<file path="src/hdl/ofcc_pkg.sv">
// Shared types, constants and the CRC-8 byte update for the 1-wire frame checker.
`default_nettype none

package ofcc_pkg;

    // Reflected CRC-8 polynomial x^8+x^5+x^4+1.
    localparam logic [7:0] CRC_POLY = 8'h8C;

    // Index of the CRC byte for each frame kind.
    localparam logic [3:0] SCRATCH_LAST = 4'd8;
    localparam logic [3:0] ROM_LAST     = 4'd7;

    // Frame kind register codes.
    localparam logic KIND_SCRATCH = 1'b0;
    localparam logic KIND_ROM     = 1'b1;

    // Result status codes.
    localparam logic [1:0] STATUS_OK       = 2'd0;
    localparam logic [1:0] STATUS_LINK_ERR = 2'd1;
    localparam logic [1:0] STATUS_CRC_ERR  = 2'd2;

    // One accepted input item.
    typedef struct packed {
        logic       rx_fail;
        logic [7:0] rx_byte;
    } t_in_item;

    // One result item.
    typedef struct packed {
        logic [7:0]         computed_crc;
        logic signed [15:0] temperature_sixteenths;
        logic [1:0]         status;
    } t_result;

    // Eight-step bitwise CRC-8 update over one byte.
    function automatic logic [7:0] crc8_byte(input logic [7:0] crc, input logic [7:0] data);
        logic [7:0] r;
        r = crc ^ data;
        for (int k = 0; k < 8; k++) begin
            if (r[0]) begin
                r = (r >> 1) ^ CRC_POLY;
            end else begin
                r = r >> 1;
            end
        end
        return r;
    endfunction

endpackage

`default_nettype wire

</file>
<file path="src/hdl/ofcc_in_stage.sv">
// Input register of the frame checker: holds one accepted item until the evaluation step.
`default_nettype none

module ofcc_in_stage
    import ofcc_pkg::*;
(
    input  wire logic     i_clk,
    input  wire logic     i_rst_n,
    input  wire logic     i_valid,
    output logic          o_ready,
    input  wire t_in_item i_item,
    input  wire logic     i_advance,
    output logic          o_valid,
    output t_in_item      o_item
);

    logic     r_valid;
    logic     n_valid;
    t_in_item r_item;
    logic     w_accept;

    // The register takes a new item when empty or when its item moves on.
    assign o_ready  = !r_valid || i_advance;
    assign w_accept = i_valid && o_ready;

    always_comb begin
        n_valid = r_valid;
        if (w_accept) begin
            n_valid = 1'b1;
        end else if (i_advance) begin
            n_valid = 1'b0;
        end
    end

    // Valid flag is control state; the item payload needs no reset.
    always_ff @(posedge i_clk) begin
        if (!i_rst_n) begin
            r_valid <= 1'b0;
        end else begin
            r_valid <= n_valid;
        end
    end

    always_ff @(posedge i_clk) begin
        if (w_accept) begin
            r_item <= i_item;
        end
    end

    assign o_valid = r_valid;
    assign o_item  = r_item;

    // A held item that cannot move on stays held.
    a_hold: assert property (@(posedge i_clk) disable iff (!i_rst_n)
        (r_valid && !i_advance) |=> (r_valid && $stable(r_item)))
        else $error("input stage lost a stalled item");

endmodule

`default_nettype wire

</file>
<file path="src/hdl/ofcc_frame_eval.sv">
// Frame state, CRC update and result decision for one item per step.
`default_nettype none

module ofcc_frame_eval
    import ofcc_pkg::*;
(
    input  wire logic     i_clk,
    input  wire logic     i_rst_n,
    input  wire logic     i_cfg_wr_en,
    input  wire logic     i_cfg_wr_data,
    input  wire logic     i_step,
    input  wire t_in_item i_item,
    output logic          o_res_valid,
    output t_result       o_result
);

    logic       r_frame_kind;
    logic [7:0] r_crc;
    logic [3:0] r_pos;
    logic [7:0] r_temp_lo;
    logic [7:0] r_temp_hi;

    logic [7:0] n_crc;
    logic [3:0] n_pos;
    logic [7:0] n_temp_lo;
    logic [7:0] n_temp_hi;

    logic [3:0] w_last;
    logic [7:0] w_crc_upd;

    // Frame kind register.
    always_ff @(posedge i_clk) begin
        if (!i_rst_n) begin
            r_frame_kind <= KIND_SCRATCH;
        end else if (i_cfg_wr_en) begin
            r_frame_kind <= i_cfg_wr_data;
        end
    end

    assign w_last    = (r_frame_kind == KIND_ROM) ? ROM_LAST : SCRATCH_LAST;
    assign w_crc_upd = crc8_byte(r_crc, i_item.rx_byte);

    // Decide whether this item is a data byte, the CRC byte or a read failure.
    always_comb begin
        n_crc       = r_crc;
        n_pos       = r_pos;
        n_temp_lo   = r_temp_lo;
        n_temp_hi   = r_temp_hi;
        o_res_valid = 1'b0;
        o_result.status                 = STATUS_OK;
        o_result.temperature_sixteenths = '0;
        o_result.computed_crc           = r_crc;
        if (i_item.rx_fail) begin
            o_res_valid     = 1'b1;
            o_result.status = STATUS_LINK_ERR;
            n_crc     = '0;
            n_pos     = '0;
            n_temp_lo = '0;
            n_temp_hi = '0;
        end else if (r_pos < w_last) begin
            if (r_pos == 4'd0) begin
                n_temp_lo = i_item.rx_byte;
            end else if (r_pos == 4'd1) begin
                n_temp_hi = i_item.rx_byte;
            end
            n_crc = w_crc_upd;
            n_pos = r_pos + 4'd1;
        end else begin
            o_res_valid = 1'b1;
            if (i_item.rx_byte == r_crc) begin
                o_result.status = STATUS_OK;
                if (r_frame_kind == KIND_SCRATCH) begin
                    o_result.temperature_sixteenths = {r_temp_hi, r_temp_lo};
                end
            end else begin
                o_result.status = STATUS_CRC_ERR;
            end
            n_crc     = '0;
            n_pos     = '0;
            n_temp_lo = '0;
            n_temp_hi = '0;
        end
    end

    // Frame state advances only when an item is evaluated.
    always_ff @(posedge i_clk) begin
        if (!i_rst_n) begin
            r_crc     <= '0;
            r_pos     <= '0;
            r_temp_lo <= '0;
            r_temp_hi <= '0;
        end else if (i_step) begin
            r_crc     <= n_crc;
            r_pos     <= n_pos;
            r_temp_lo <= n_temp_lo;
            r_temp_hi <= n_temp_hi;
        end
    end

    // The byte position never passes the longest frame's CRC index.
    a_pos_range: assert property (@(posedge i_clk) disable iff (!i_rst_n)
        r_pos <= SCRATCH_LAST)
        else $error("byte position out of range");

    // Any step that ends a frame leaves a cleared frame behind.
    a_clear: assert property (@(posedge i_clk) disable iff (!i_rst_n)
        (i_step && o_res_valid) |=> (r_pos == 4'd0 && r_crc == 8'd0))
        else $error("frame state not cleared after result");

    // Temperature is reported only with a good CRC.
    a_temp_zero: assert property (@(posedge i_clk) disable iff (!i_rst_n)
        (o_res_valid && o_result.status != STATUS_OK)
            |-> (o_result.temperature_sixteenths == 16'sd0))
        else $error("temperature reported on a failed frame");

endmodule

`default_nettype wire

</file>
<file path="src/hdl/ofcc_out_stage.sv">
// Result register of the frame checker, loaded when empty or while the previous result is taken.
`default_nettype none

module ofcc_out_stage
    import ofcc_pkg::*;
(
    input  wire logic    i_clk,
    input  wire logic    i_rst_n,
    input  wire logic    i_load,
    input  wire t_result i_result,
    output logic         o_can_load,
    output logic         o_valid,
    input  wire logic    i_ready,
    output t_result      o_result
);

    logic    r_valid;
    logic    n_valid;
    t_result r_result;

    // Free when empty or when the waiting result is taken this cycle.
    assign o_can_load = !r_valid || i_ready;

    always_comb begin
        n_valid = r_valid;
        if (i_load) begin
            n_valid = 1'b1;
        end else if (i_ready) begin
            n_valid = 1'b0;
        end
    end

    always_ff @(posedge i_clk) begin
        if (!i_rst_n) begin
            r_valid <= 1'b0;
        end else begin
            r_valid <= n_valid;
        end
    end

    always_ff @(posedge i_clk) begin
        if (i_load) begin
            r_result <= i_result;
        end
    end

    assign o_valid  = r_valid;
    assign o_result = r_result;

endmodule

`default_nettype wire

</file>
<file path="src/hdl/onewire_frame_crc_checker_core.sv">
// Top level of the 1-wire frame CRC-8 checker.
// A frame's result is loaded into the result register as its last item is evaluated.
// Throughput: one item per cycle; the input register and the result register
// advance together, so the rate is set only by the result side taking its items.
// Reset: synchronous active-low i_rst_n clears the frame state, sets the frame
// kind to scratchpad and empties both registers.
`default_nettype none

module onewire_frame_crc_checker_core
    import ofcc_pkg::*;
(
    input  wire logic        i_clk,
    input  wire logic        i_rst_n,
    // Configuration: frame kind.
    input  wire logic        i_cfg_wr_en,
    input  wire logic        i_cfg_wr_data,
    // Input items.
    input  wire logic        s_axis_tvalid,
    output logic             s_axis_tready,
    input  wire logic [7:0]  s_axis_tdata,   // [7:0] rx_byte
    input  wire logic        s_axis_tuser,   // [0] rx_fail
    // Result items.
    output logic             m_axis_tvalid,
    input  wire logic        m_axis_tready,
    output logic [31:0]      m_axis_tdata    // [1:0] status, [17:2] temperature_sixteenths,
                                             // [25:18] computed_crc, [31:26] zero
);

    t_in_item w_in_item;
    t_in_item w_held_item;
    logic     w_held_valid;
    logic     w_advance;
    logic     w_can_load;
    logic     w_res_valid;
    t_result  w_result;
    t_result  w_out_result;

    assign w_in_item.rx_byte = s_axis_tdata;
    assign w_in_item.rx_fail = s_axis_tuser;

    // An item is evaluated when the result register can take what it causes.
    assign w_advance = w_held_valid && w_can_load;

    ofcc_in_stage u_in_stage (
        .i_clk     (i_clk),
        .i_rst_n   (i_rst_n),
        .i_valid   (s_axis_tvalid),
        .o_ready   (s_axis_tready),
        .i_item    (w_in_item),
        .i_advance (w_advance),
        .o_valid   (w_held_valid),
        .o_item    (w_held_item)
    );

    ofcc_frame_eval u_frame_eval (
        .i_clk         (i_clk),
        .i_rst_n       (i_rst_n),
        .i_cfg_wr_en   (i_cfg_wr_en),
        .i_cfg_wr_data (i_cfg_wr_data),
        .i_step        (w_advance),
        .i_item        (w_held_item),
        .o_res_valid   (w_res_valid),
        .o_result      (w_result)
    );

    ofcc_out_stage u_out_stage (
        .i_clk      (i_clk),
        .i_rst_n    (i_rst_n),
        .i_load     (w_advance && w_res_valid),
        .i_result   (w_result),
        .o_can_load (w_can_load),
        .o_valid    (m_axis_tvalid),
        .i_ready    (m_axis_tready),
        .o_result   (w_out_result)
    );

    // Pack the result fields, lowest field first.
    assign m_axis_tdata = {6'd0, w_out_result.computed_crc,
                           w_out_result.temperature_sixteenths, w_out_result.status};

endmodule

`default_nettype wire

</file>
<file path="config.mk">
export PLATFORM = sky130hd
export DESIGN_NAME = onewire_frame_crc_checker_core
export DESIGN_NICKNAME = d
export VERILOG_FILES = /design/src/hdl/ofcc_pkg.sv /design/src/hdl/ofcc_in_stage.sv /design/src/hdl/ofcc_frame_eval.sv /design/src/hdl/ofcc_out_stage.sv /design/src/hdl/onewire_frame_crc_checker_core.sv
export SDC_FILE = /design/constraint.sdc
export NUM_CORES = 1
export LEC_CHECK = 0
export ABC_AREA = 0
export BUFFER_PORTS_ARGS = -buffer_cell sky130_fd_sc_hd__buf_2
export CAP_MARGIN = 20
export CORE_UTILIZATION = 30
export CTS_BUF_LIST = sky130_fd_sc_hd__clkbuf_8
export CTS_CLUSTER_DIAMETER = 120
export DETAILED_ROUTE_END_ITERATION = 6
export GPL_ROUTABILITY_DRIVEN = 0
export PLACE_DENSITY_LB_ADDON = 0.12
export SKIP_CTS_REPAIR_TIMING = 1
export SYNTH_ARGS = -nofsm -noshare
export SYNTH_HDL_FRONTEND = slang
export SYNTH_HIERARCHICAL = 1
export SYNTH_SLANG_ARGS = --single-unit
</file>
<file path="constraint.sdc">
create_clock -name i_clk -period 3.5 [get_ports i_clk]
set_input_delay 0 -clock i_clk [delete_from_list [all_inputs] [get_ports i_clk]]
set_output_delay 0 -clock i_clk [all_outputs]
set_load 0.01 [all_outputs]
</file>
# After elaboration in Yosys (flattened, before gate mapping)
# Index checks and enable logic that the tools add are counted.
# Widths: inputs -> output; s select.
[totals]
register_bits = 66
out_inout_bits = 34
word_cells = 72
[classes]
n_addsub = 1
n_lt_le_gt_ge = 1
n_eq_ne = 5
muxes = 28
n_bitwise = 10
n_reduce_logical = 14
[ops]
columns = ["operator", "count"]
rows = [
  ["$mux 8", 17],
  ["$not 2->3", 8],
  ["$mux 4", 3],
  ["$ne 3x3->1 const B", 3],
  ["$eq 8x8->1", 1],
  ["$xor 8x8->8", 1],
  ["$mux 1", 7],
  ["$add 4x1->4 const B", 1],
  ["$eq 4x1->1 const B", 1],
  ["$logic_not 4->1", 1],
  ["$lt 4x4->1", 1],
  ["$reduce_bool 2->1", 2],
  ["$reduce_or 4->1", 1],
  ["$logic_and 1x1->1", 3],
  ["$reduce_and 3->1", 1],
  ["$logic_not 1->1", 2],
  ["$logic_or 1x1->1", 2],
  ["$mux 2", 1],
  ["$reduce_and 2->1", 1],
  ["$reduce_or 2->1", 1],
  ["$not 1->1", 1],
]

# Depth between registers and ports, before layout
[logic_depth]
depth_word = 19
mapped_depth = 10
mapped_depth_nobuf = 8

# Hierarchy
# Netlist, hierarchy kept.
[modules_own_cells]
columns = ["mod", "instances", "cells_each", "area_each_um2", "seq_area_each_um2"]
rows = [
  ["ofcc_frame_eval", 1, 207, 1850.5, 580.6],
  ["ofcc_out_stage", 1, 30, 829.5, 800.8],
  ["ofcc_in_stage", 1, 14, 327.8, 290.3],
  ["onewire_frame_crc_checker_core", 1, 9, 61.3, 0.0],
]

# Least setup slack after synthesis
# OpenSTA, ideal clock, no wires.
[synth_path]
path_kind = "register -> register"
from = "register u_frame_eval.r_frame_kind"
to = "register u_out_stage.r_result, in the netlist u_out_stage/o_result[0] (enable)"
setup_ns = 0.376
arrival_ns = 2.410
t_required_ns = 3.124
setup_slack_ns = 0.715
path_stages_with_launch = 9
n_path_buf = 2
period_less_slack_ns = 2.785
path_cell_list = "dfxtp_1 clkbuf_1 inv_1 ha_1 a211o_2 a211oi_4 buf_2 inv_1 and3_1"
[synth_between]
elab_chain_cells = 5
[synth_lines]
columns = ["item", "line", "source"]
rows = [
  ["start, declared", "ofcc_frame_eval.sv:17", "logic r_frame_kind;"],
  ["start signal, assigned", "ofcc_frame_eval.sv:36", "r_frame_kind <= i_cfg_wr_data;"],
  ["$mux 4", "ofcc_frame_eval.sv:40", "assign w_last = (r_frame_kind == KIND_ROM) ? ROM_LAST : SCRATCH_LAST;"],
  ["$lt 4x4->1", "ofcc_frame_eval.sv:60", "end else if (r_pos < w_last) begin"],
  ["$mux 1", "ofcc_frame_eval.sv:60", ""],
  ["$mux 1", "ofcc_frame_eval.sv:53", "if (i_item.rx_fail) begin"],
  ["via w_res_valid", "onewire_frame_crc_checker_core.sv:34", "logic w_res_valid;"],
  ["$logic_and 1x1->1", "onewire_frame_crc_checker_core.sv:69", ".i_load (w_advance && w_res_valid),"],
  ["end signal, assigned", "ofcc_out_stage.sv:43", "r_result <= i_result;"],
  ["end, declared", "ofcc_out_stage.sv:19", "t_result r_result;"],
]
# The timed path passes the listed nets, and every way through them passes these cells.
# A chain may end at the register's enable or synchronous reset.

# Final worst setup path
[layout_path]
from = "register u_frame_eval.r_frame_kind"
to = "register u_frame_eval.r_crc[7]"
[layout_between]
elab_chain_cells = 4
[layout_lines]
columns = ["item", "line", "source"]
rows = [
  ["$mux 4", "ofcc_frame_eval.sv:40", ""],
  ["$lt 4x4->1", "ofcc_frame_eval.sv:60", ""],
  ["$mux 8", "ofcc_frame_eval.sv:60", ""],
  ["$mux 8", "ofcc_frame_eval.sv:53", ""],
  ["end signal, assigned", "ofcc_frame_eval.sv:93", "r_crc <= n_crc;"],
  ["end, declared", "ofcc_frame_eval.sv:18", "logic [7:0] r_crc;"],
]
# No other way between the ends.

==> results by group <==
Detailed routing
  – Routed WL per cell: 14.1 um
  – DRC: 0
  – Routed Antenna Nets: 0
  – Via/cell ratio: 4.55
  – 1st-iter DRT viols: 76
  – Via count: 2039
  – First-pass DRT Iterations: 4
  – Final wirelength: 6.33 mm

Clocking
  – CTS tree: yes
  – Clk slew on worst S/H paths: 0.07 ns
  – CTS max path bufs: 2
  – TritonCTS Buffers: 9
  – H-tree Lvls: 3
  – TritonCTS Sinks: 66
  – Clk root buf: clkbuf_8
  – Clk_lat worst skew: 0.33 ns

Critical path
  – Crit path DAT: 2.86 ns
  – Crit Path Category: flop to flop
  – Crit Path Max Fanout: 44
  – Worst path required time: 3.78 ns
  – CP Launch Type: flop
  – Crit end category: flop

Floorplanning
  – Core region area: 0.00986 mm^2
  – Rows: 36
  – Die Wd: 103 um
  – DIE AREA: 0.0106 mm^2
  – Initial core utilization: 31.1%
  – # IOs: 49
  – Chip height: 103 um

Place
  – Detailed placement HPWL: 4.08 mm
  – Port bufs: 42
  – Dpl cells: 419

Global routing
  – Total GRT Usage: 13.0%
  – GRT overflow: 0
  – Initial antenna violation count: 0
  – Global-route wire length before repair: 10.1 mm
  – Vias in the first global route: 1947
  – Largest net degree at the start of global routing: 45

Timing
  – RSZ-0062 raised after global routing: false
  – Worst Max-Slew Pin Slew: 0.886 ns
  – Final period utilization: 73.7%
  – Final hold viol count: 0
  – Layout Skew: 0.00849 ns
  – Final setup TNS: 0 ns
  – Max Transition Viols Final: 0
  – Rel. slew slack: 40.9%
  – F_max: 0.388 GHz
  – Final Setup Violations: 0
  – Tmin final: 2.58 ns

Synthesis
  – Post-synth EDFFs: 35
  – Top cells by count, synth: 35 x edfxtp_1, 31 x dfxtp_1, 23 x nand3_1
  – Post-synthesis register bit count: 66
  – Mapped Cells: 260
  – Most numerous cell in the Yosys netlist: edfxtp_1
  – Syn Area/Cell: 11.8 um^2
  – Top cell type's share of synthesized area: 34.2%
  – FFs w/ async S/R, synth: 0%
  – Synth warn: 6
  – Post-synth top area cell: edfxtp_1
  – Cell variety after synth: 49
  – Cell Area, Synth: 0.00307 mm^2
  – Register area share after synthesis: 54.5%
  – Ys flop type: edfxtp_1
  – Top post-synthesis cells by area: edfxtp_1 34%, dfxtp_1 20%, nand3_1 3.8%, a21boi_0 2.9%, xnor2_1 2.6%

Power
  – Max IR drop VDD: 0.212 mV
  – Power Density: 477 mW/mm^2
  – Leak Pwr: 1.35 nW

Run status
  – Outcome: complete, no violations

Cells and area
  – Filler-free cell count of the finished design: 448
  – Layout cells sized above 1: 23.2%
  – Ant diodes: 0
  – Nets: 331
  – Synth-to-layout area growth: 19.0%

Worst hold path
  – Worst hold path class: input port to flop

Job
  – Number of max-cap violations: 0
==> registers in the layout (all words and copies together), names as in the netlist <==
| name | count |
|---|---|
| u_frame_eval/r_temp_hi | 8 |
| u_frame_eval/r_temp_lo | 8 |
| u_frame_eval/r_pos | 4 |
| u_frame_eval/r_frame_kind | 1 |
| u_in_stage/o_item | 9 |
| u_frame_eval/r_crc | 8 |
| u_in_stage/o_valid | 1 |
| u_out_stage/o_valid | 1 |
| u_out_stage/o_result | 26 |
==> critical path: stages, from the launching register on <==
cell	delay, ns
dfxtp_1	0.62
inv_1	0.13
ha_1	0.31
a211o_2	0.32
a211oi_4	0.21
buf_4	0.41
nor4b_1	0.34
a311o_1	0.16
==> cell type report <==
type                    instances  area (um^2)
well taps                     133          166
multi-input cells             166         1240
repair buffers                 57          355
clock inverters                 7         60.1
fillers                       991         6210
inverters                      10         37.5
clock buffers                   9          124
flip-flops and latches         66         1670
==> through the flow <==
step / hold WS [ns] / util [%] / power, W / setup WS [ns] / area (um^2)
floorplan: 0.0989 / - / 0.00109 / 0.715 / 3090
global placement: 0.177 / 33.8 / 0.00114 / 1.09 / 3340
detailed placement: 0.178 / 33.8 / 0.00114 / 0.948 / 3340
CTS: -0.188 / 35.7 / 0.00176 / 0.938 / 3520
global route: 0.243 / 37.0 / 0.00183 / 0.684 / 3650
finish: 0.218 / 37.0 / 0.00174 / 0.920 / 3650
==> worst paths after layout <==
| path | start | to | slack, ns | cells after the start |
|---|---|---|---|---|
| min reg2reg | u_frame_eval/r_temp_hi[2] | u_frame_eval/r_temp_hi[2] | 0.49 | 2 |
| max reg2reg | u_frame_eval/r_frame_kind | u_frame_eval/r_crc[7] | 0.92 | 7 |
| min | i_rst_n | u_frame_eval/r_crc[5] | 0.22 | 2 |
| max | u_frame_eval/r_frame_kind | u_frame_eval/r_crc[7] | 0.92 | 7 |
==> logic make-up (layout without fill, tap and decap cells) <==
group | after synthesis | after routing | synth area share (%)
compound gates | 52 | 52 | 12.8
xor+xnor | 18 | 18 | 6.73
fa+ha+maj | 6 | 6 | 2.45
buf+inv | 33 | 83 | 5.87
flops | 66 | 66 | 54.5
mux | 1 | 1 | 0.326
other cells | 1 | 6 | 0.122
simple gates | 83 | 83 | 17.2
==> where the power goes <==
| group | internal [W] | total (W) | switching, W |
|---|---|---|---|
| logic | 0.000115 | 0.000250 | 0.000136 |
| clock network | 0.000320 | 0.000611 | 0.000291 |
| registers | 0.000850 | 0.000879 | 0.0000288 |
==> per-layer routing <==
layer  up-vias  share of wire [%]  global-route usage [%]
met3         8                3.1                    2.92
met2        44                 45                    20.1
met4         0                1.3                    5.85
met1       968                 51                    17.4
li1       1019                  -                       -
met5         -                  0                       0
==> cell usage in the layout, fill, tap and decap left out, types with 5 or more instances in the layout <==
cell and instances:
conb_1 6, dlygate4sd3_1 13, edfxtp_1 35, o21ai_0 9, a21boi_0 12, xor2_1 5, dfxtp_1 31, nand3_1 23
ha_1 6, nor4b_1 7, clkbuf_8 9, nand2_1 9, inv_1 10, buf_2 42, nor2b_1 10, o211ai_1 9
xnor2_1 9, and2_1 11, a21boi_1 10
Power figures use the tool's default switching activity.
